## config.mk

```make
export PLATFORM = sky130hd
export DESIGN_NAME = temperature_frame_deframer
export DESIGN_NICKNAME = d
export VERILOG_FILES = /design/src/hw/rtl/tfd_pkg.sv /design/src/hw/rtl/tfd_parser.sv /design/src/hw/rtl/tfd_out_stage.sv /design/src/hw/rtl/temperature_frame_deframer.sv
export SDC_FILE = /design/constraint.sdc
export NUM_CORES = 1
export LEC_CHECK = 0
export ABC_AREA = 0
export BUFFER_PORTS_ARGS = -buffer_cell sky130_fd_sc_hd__buf_2
export CORE_ASPECT_RATIO = 1.5
export CORE_MARGIN = 2
export CORE_UTILIZATION = 50
export DETAILED_ROUTE_END_ITERATION = 8
export GPL_ROUTABILITY_DRIVEN = 0
export PLACE_DENSITY = 0.7
export SLEW_MARGIN = 20
export SYNTH_ARGS = -nofsm -noshare
export SYNTH_HDL_FRONTEND = slang
export SYNTH_SLANG_ARGS = --single-unit
```

## constraint.sdc

```tcl
create_clock -name aclk -period 11 [get_ports aclk]
set_input_delay 3.3 -clock aclk [delete_from_list [all_inputs] [get_ports aclk]]
set_output_delay 3.3 -clock aclk [all_outputs]
set_load 0.01 [all_outputs]
```

## src/hw/rtl/tfd_pkg.sv

```systemverilog
// Shared types and constants for the temperature frame deframer.
package tfd_pkg;

    localparam logic [7:0] HEADER_BYTE = 8'h66;
    localparam logic [7:0] TAIL_FIRST  = 8'hDD;
    localparam logic [7:0] TAIL_SECOND = 8'hAA;
    localparam logic [14:0] TEMP_SCALE = 15'd100;

    // Byte positions within a frame.
    localparam logic [3:0] POS_HEADER    = 4'd0;
    localparam logic [3:0] POS_UNUSED    = 4'd1;
    localparam logic [3:0] POS_LAST_DATA = 4'd7;
    localparam logic [3:0] POS_TAIL1     = 4'd8;
    localparam logic [3:0] POS_TAIL2     = 4'd9;

    // Trailer skip phases.
    localparam logic [1:0] PH_NONE  = 2'd0;
    localparam logic [1:0] PH_ENDED = 2'd1;
    localparam logic [1:0] PH_DD    = 2'd2;

    // Status codes.
    localparam logic [1:0] ST_GOOD    = 2'd0;
    localparam logic [1:0] ST_BADTAIL = 2'd1;
    localparam logic [1:0] ST_BADHEAD = 2'd2;

    typedef struct packed {
        logic        vld;
        logic [1:0]  status;
        logic [31:0] device_id;
        logic [14:0] temperature;
    } tfd_result_t;

endpackage

```

## src/hw/rtl/tfd_parser.sv

```systemverilog
// Frame state and per-byte decode for the temperature frame deframer.
module tfd_parser (
    input  logic                aclk,
    input  logic                aresetn,
    input  logic                step,
    input  logic [7:0]          data_byte,
    output tfd_pkg::tfd_result_t res
);
    import tfd_pkg::*;

    logic [3:0]  pos_reg, pos_next;
    logic [47:0] payload_reg, payload_next;
    logic [7:0]  tail1_reg, tail1_next;
    logic [1:0]  phase_reg, phase_next;
    logic        halted_reg, halted_next;
    logic [14:0] temp_val;

    assign temp_val = 15'(payload_reg[15:8]) * TEMP_SCALE + 15'(payload_reg[7:0]);

    always_comb begin
        pos_next     = pos_reg;
        payload_next = payload_reg;
        tail1_next   = tail1_reg;
        phase_next   = phase_reg;
        halted_next  = halted_reg;
        res          = '0;
        if (step && !halted_reg) begin
            if (phase_reg == PH_DD) begin
                phase_next = PH_NONE;
                if (data_byte != TAIL_SECOND) begin
                    // The held DD was really a header, and a bad one.
                    halted_next = 1'b1;
                    pos_next    = POS_HEADER;
                    res.vld     = 1'b1;
                    res.status  = ST_BADHEAD;
                end
            end else if (phase_reg == PH_ENDED && data_byte == TAIL_FIRST) begin
                phase_next = PH_DD;
            end else begin
                phase_next = PH_NONE;
                case (pos_reg)
                    POS_HEADER: begin
                        if (data_byte != HEADER_BYTE) begin
                            halted_next = 1'b1;
                            res.vld     = 1'b1;
                            res.status  = ST_BADHEAD;
                        end else begin
                            pos_next = POS_UNUSED;
                        end
                    end
                    POS_UNUSED: begin
                        pos_next = pos_reg + 4'd1;
                    end
                    4'd2, 4'd3, 4'd4, 4'd5, 4'd6, POS_LAST_DATA: begin
                        payload_next = {payload_reg[39:0], data_byte};
                        pos_next     = pos_reg + 4'd1;
                    end
                    POS_TAIL1: begin
                        tail1_next = data_byte;
                        pos_next   = POS_TAIL2;
                    end
                    default: begin
                        pos_next   = POS_HEADER;
                        phase_next = PH_ENDED;
                        res.vld    = 1'b1;
                        if (tail1_reg != TAIL_FIRST || data_byte != TAIL_SECOND) begin
                            res.status = ST_BADTAIL;
                        end else begin
                            res.status      = ST_GOOD;
                            res.device_id   = payload_reg[47:16];
                            res.temperature = temp_val;
                        end
                    end
                endcase
            end
        end
    end

    always_ff @(posedge aclk) begin
        if (!aresetn) begin
            pos_reg    <= POS_HEADER;
            phase_reg  <= PH_NONE;
            halted_reg <= 1'b0;
        end else begin
            pos_reg    <= pos_next;
            phase_reg  <= phase_next;
            halted_reg <= halted_next;
        end
    end

    always_ff @(posedge aclk) begin
        payload_reg <= payload_next;
        tail1_reg   <= tail1_next;
    end

`ifndef SYNTHESIS
    a_halt_silent: assert property (@(posedge aclk) disable iff (!aresetn)
        halted_reg |-> !res.vld)
        else $error("result produced while halted");
    a_badhead_halts: assert property (@(posedge aclk) disable iff (!aresetn)
        (res.vld && res.status == ST_BADHEAD) |=> halted_reg)
        else $error("bad header did not halt the block");
    a_phase_at_start: assert property (@(posedge aclk) disable iff (!aresetn)
        phase_reg != PH_NONE |-> pos_reg == POS_HEADER)
        else $error("trailer skip active in mid frame");
    a_pos_range: assert property (@(posedge aclk) disable iff (!aresetn)
        pos_reg <= POS_TAIL2)
        else $error("byte position out of range");
`endif

endmodule

```

## src/hw/rtl/tfd_out_stage.sv

```systemverilog
// Result register for the temperature frame deframer.
module tfd_out_stage (
    input  logic                 aclk,
    input  logic                 aresetn,
    input  logic                 load,
    input  tfd_pkg::tfd_result_t res,
    input  logic                 m_ready,
    output logic                 m_valid,
    output logic [1:0]           m_status,
    output logic [31:0]          m_device_id,
    output logic [14:0]          m_temperature
);
    import tfd_pkg::*;

    logic        valid_reg;
    logic [1:0]  status_reg;
    logic [31:0] id_reg;
    logic [14:0] temp_reg;

    always_ff @(posedge aclk) begin
        if (!aresetn) begin
            valid_reg <= 1'b0;
        end else if (load && res.vld) begin
            valid_reg <= 1'b1;
        end else if (m_ready) begin
            valid_reg <= 1'b0;
        end
    end

    always_ff @(posedge aclk) begin
        if (load && res.vld) begin
            status_reg <= res.status;
            id_reg     <= res.device_id;
            temp_reg   <= res.temperature;
        end
    end

    assign m_valid       = valid_reg;
    assign m_status      = status_reg;
    assign m_device_id   = id_reg;
    assign m_temperature = temp_reg;

endmodule

```

## src/hw/rtl/temperature_frame_deframer.sv

```systemverilog
// Top level of the temperature frame deframer: input register, parser, result register.
//
//  Channel | Ports                                         | Role
//  --------+-----------------------------------------------+---------------------
//  input   | s_valid, s_ready, s_data_byte                 | received serial bytes
//  result  | m_valid, m_ready, m_status, m_device_id,      | readings and status
//          | m_temperature                                 |
//
// One byte per cycle is sustained while the result register is free or being read;
// an accepted byte is held in the input register, and its result, if any, is then
// loaded into the result register, from which it can be taken.
// Reset is synchronous and active low and returns the block to awaiting a header.
// A byte leaves the input register whenever the result register is free or
// being read, so a stalled result holds at most one byte in the input register.
module temperature_frame_deframer (
    input  logic        aclk,
    input  logic        aresetn,
    input  logic        s_valid,
    output logic        s_ready,
    input  logic [7:0]  s_data_byte,
    output logic        m_valid,
    input  logic        m_ready,
    output logic [1:0]  m_status,
    output logic [31:0] m_device_id,
    output logic [14:0] m_temperature
);
    import tfd_pkg::*;

    logic        in_valid_reg;
    logic [7:0]  in_byte_reg;
    logic        step;
    tfd_result_t res;

    assign step    = in_valid_reg && (!m_valid || m_ready);
    assign s_ready = !in_valid_reg || step;

    always_ff @(posedge aclk) begin
        if (!aresetn) begin
            in_valid_reg <= 1'b0;
        end else if (s_valid && s_ready) begin
            in_valid_reg <= 1'b1;
        end else if (step) begin
            in_valid_reg <= 1'b0;
        end
    end

    always_ff @(posedge aclk) begin
        if (s_valid && s_ready) begin
            in_byte_reg <= s_data_byte;
        end
    end

    tfd_parser u_parser (
        .aclk      (aclk),
        .aresetn   (aresetn),
        .step      (step),
        .data_byte (in_byte_reg),
        .res       (res)
    );

    tfd_out_stage u_out (
        .aclk          (aclk),
        .aresetn       (aresetn),
        .load          (step),
        .res           (res),
        .m_ready       (m_ready),
        .m_valid       (m_valid),
        .m_status      (m_status),
        .m_device_id   (m_device_id),
        .m_temperature (m_temperature)
    );

endmodule

```

==> results summary <==
The run finished with clean final reports. In the final routed layout, each cell accounts on average for 14.7 microns. The portion of the post-synthesis area used by sequential elements is 65.8%. The maximum buffer depth of the clock tree came out at 2. The length of the first detailed-routing pass in iterations came out at 4. The total setup violations reported at the end of the flow came out at 0. Setup repair after global routing left no endpoint under its margin. The share of total power in sequential cells came out at 45.6%. The top achievable clock speed is 142 MHz. The area of the core region is 10600 sq um.

The parity-gate share of the synthesized area counting xor and xnor cells came out at 2.58%. The count of maximum capacitance violations came out at 0. The HPWL after detailed placement is between 6 and 7 mm. By area the synthesized netlist is led by edfxtp_1 62%, ha_1 9.0%, and3_1 4.3%. The global-route total usage across every layer is 16.6%. The number of antenna cells inserted came out at 0. The design internal power came out at 913 uW. The number of synthesized register bits came out at 122. By area, the combinational part of the netlist is dominated by simple AND/OR/NAND/NOR gates.

The highest fanout seen on the critical path came out at 5. The net count of the finished layout is around 500. The critical path is of the in2out type. The switching share of power came out at 20.3%. In this run the core area contains 46 standard-cell rows.

The number of fill cells came out at about 830. The Yosys step of the flow raised 0 warnings. The number of different library cells in the post-synthesis netlist came out at 52. The leakage power is 2.64 nW. Counting flops with an async set or reset pin after synthesis yields a share of 0%.

The die area came out at roughly 12000 sq um. The kind of launch point of the worst setup path is an input port. The count of input and output buffers is 62.

The top cell types in the final layout, fill and taps aside, are 113 x edfxtp_1, 62 x buf_2, 39 x ha_1. Of the post-synthesis cell area, the part taken by muxes is 0%. The compound-gate portion of the synthesized area is just under 6%. At the worst endpoint, the arrival time is 3.76 ns.

The flip-flop count of the largest register, all copies and words added is 48. The share of cells above drive strength 1 came out at roughly a quarter. Leaving out filler cells and counting taps, the final layout contains 608. The effective utilization at floorplan is 51.3%.

The normalized max-slew margin is 57.6%. The count of hold buffers inserted by post-cts repair is 0. The total vias in the final route came out at 3162.

The number of remaining DRC errors is 0. CTS built an H-tree with a depth of 4. edfxtp_1 takes more of the synthesized area than any other cell. The clock network is responsible for 51.5% of the overall power.

The post-synthesis area per instance is 14.4 sq um. The vias per cell is roughly 5.2. The number of global-route vias before repair is around 3200. The slew of the pin with the lowest slew margin is 0.637 ns. The total area of multi-input combinational cells is 1780 sq um.

The area growth from synthesis to layout is 21.0%. In this run the cell area of the synthesized design comes to between 5000 and 6000 sq um. The area of all sequential standard cells came out at 3570 sq um.

The area fraction of the dominant cell type after synthesis came out at 62.5%. The hold violation count in the final report came out at 0. The number of flops mapped to enable cells by yosys is 113. The path class of the tightest hold or removal check is reg2reg. Hold is met by about 0.43 ns. The total length of routed wires came out at 8.96 mm. Entering global routing, the biggest net connects between 50 and 60 pins. The portion of total power attributed to combinational logic came out at under 10%. The number of top-level design ports came out at 63. The TritonCTS buffer count is 17.

The switching power came out at between 200 and 250 uW. Among all flip-flop cells after synthesis, the most frequent one is edfxtp_1. The post-route clock skew came out at 0.00809 ns. After routing, the total negative slack on setup checks comes to 0 ns.

IR analysis of the VDD net gives a maximum drop of 108 uV. The post-cts sizing count came out at 0. The number of slew-limit violations in the final report is 0. The gate count after technology mapping is between 300 and 400.

The buffer count from post-CTS setup fixing is 0. STA classifies the critical path endpoint as an output port. The power per standard cell area came out at 174 nW/um^2. The number of antenna violations at the first check in global routing came out at 0.

The most common cell after layout, fill and taps aside is edfxtp_1. The first-pass GRT wire length is 14.6 mm. The clock latency at the later pin of the worst-skew pair came out at just over 0.4 ns.

The post-route antenna net violation count came out at 0. The tree built by TritonCTS fans out to 122 sinks. The clock period could shrink to slightly above 7 ns. The chip height came out at around 130 microns.

The initial detailed-routing violation count came out at 157. The adder-cell share of the synthesized area is 10.5%. The synthesized netlist devotes between 10% and 20% of its cell area to simple gates.

The clock transition at the registers of the reported paths came out at 0.06 ns. TritonCTS built the clock tree. The total congestion overflow is 0. The net count after synthesis is 433. Data on the critical path is required at its endpoint by 7.70 ns. The tree is rooted in a clkbuf_16. The number of placed instances with taps included came out at 575.

Of the available clock period, the critical path in the final layout requires 64.2%. The width of the chip is around 89 microns.
[worst max-delay path: stages]
cell and delay (ns):
buf_2 0.11, nor2b_4 0.14, nand2_1 0.07, buf_2 0.14
[cells in the mapped netlist, drive strengths merged (2+ instances only)]
master and instances:
edfxtp 113, ha 39, and3 38, nor2 22
nand2 16, inv 14, a21oi 13, nor2b 11
xnor2 11, dfxtp 9, clkbuf 8, nor3 8
o21ai 8, a211oi 6, a21o 5, xor2 5
buf 4, fa 4, nand3 4, and2 3
nand4b 3, nor3b 3, nor4 3, o21a 3
a22oi 2, and4 2, o31ai 2, or2 2
or3 2
[layout make-up]
| type | instances | share of cell area (%) |
|---|---|---|
| Tap cell | 144 | 2.74 |
| Clock buffer | 17 | 6.47 |
| Timing Repair Buffer | 66 | 5.29 |
| Multi-Input combinational cell | 230 | 27.1 |
| Sequential cell | 122 | 54.4 |
| Clock inverter | 15 | 3.22 |
| Inverter | 14 | 0.800 |
[metrics by stage]
| step | worst slack, ns | power, mW | cell area [sq um] | util, % |
|---|---|---|---|---|
| global placement | 3.94 | 0.565 | 5920 | 55.9 |
| CTS | 3.93 | 1.16 | 6560 | 61.9 |
| finish | 3.94 | 1.15 | 6570 | 62.1 |
| global route | 3.90 | 1.18 | 6570 | 62.1 |
| floorplan | 3.15 | 0.550 | 5430 | - |
| detailed placement | 3.93 | 0.566 | 5920 | 55.9 |
[power groups by stage]
stage | clock (mW) | combinational [mW] | sequential (mW)
after CTS | 0.601 | 0.0340 | 0.523
final | 0.590 | 0.0333 | 0.523
after global placement | 0 | 0.0332 | 0.532
after global routing | 0.621 | 0.0372 | 0.524
after floorplan | 0 | 0.0117 | 0.538
after detailed placement | 0 | 0.0339 | 0.532
[per-layer routing]
metal | track usage, % | wire [microns] | part of all wire [%]
met5 | 0 | 0 | 0
met4 | 9.29 | 208 | 2.3
met3 | 5.28 | 329 | 3.7
met2 | 27.3 | 4780 | 53
met1 | 18.6 | 3640 | 41
[final timing paths]
path | slack [ns] | end | startpoint | cells after the start
setup / recovery | 3.94 | s_ready | m_ready | 4
hold / removal | 0.43 | u_parser.payload_reg[35] | u_parser.payload_reg[27] | 0
setup reg to reg | 7.18 | u_out.m_temperature[14] | u_parser.payload_reg[11] | 13
hold reg to reg | 0.43 | u_parser.payload_reg[35] | u_parser.payload_reg[27] | 0
[logic make-up (layout without fill, tap and decap cells)]
group / after synthesis / after routing
compound gates: 47 / 47
xor+xnor: 16 / 16
fa+ha+maj: 43 / 43
buf+inv: 26 / 112
flops: 122 / 122
simple gates: 124 / 124
Power figures use the tool's default switching activity.
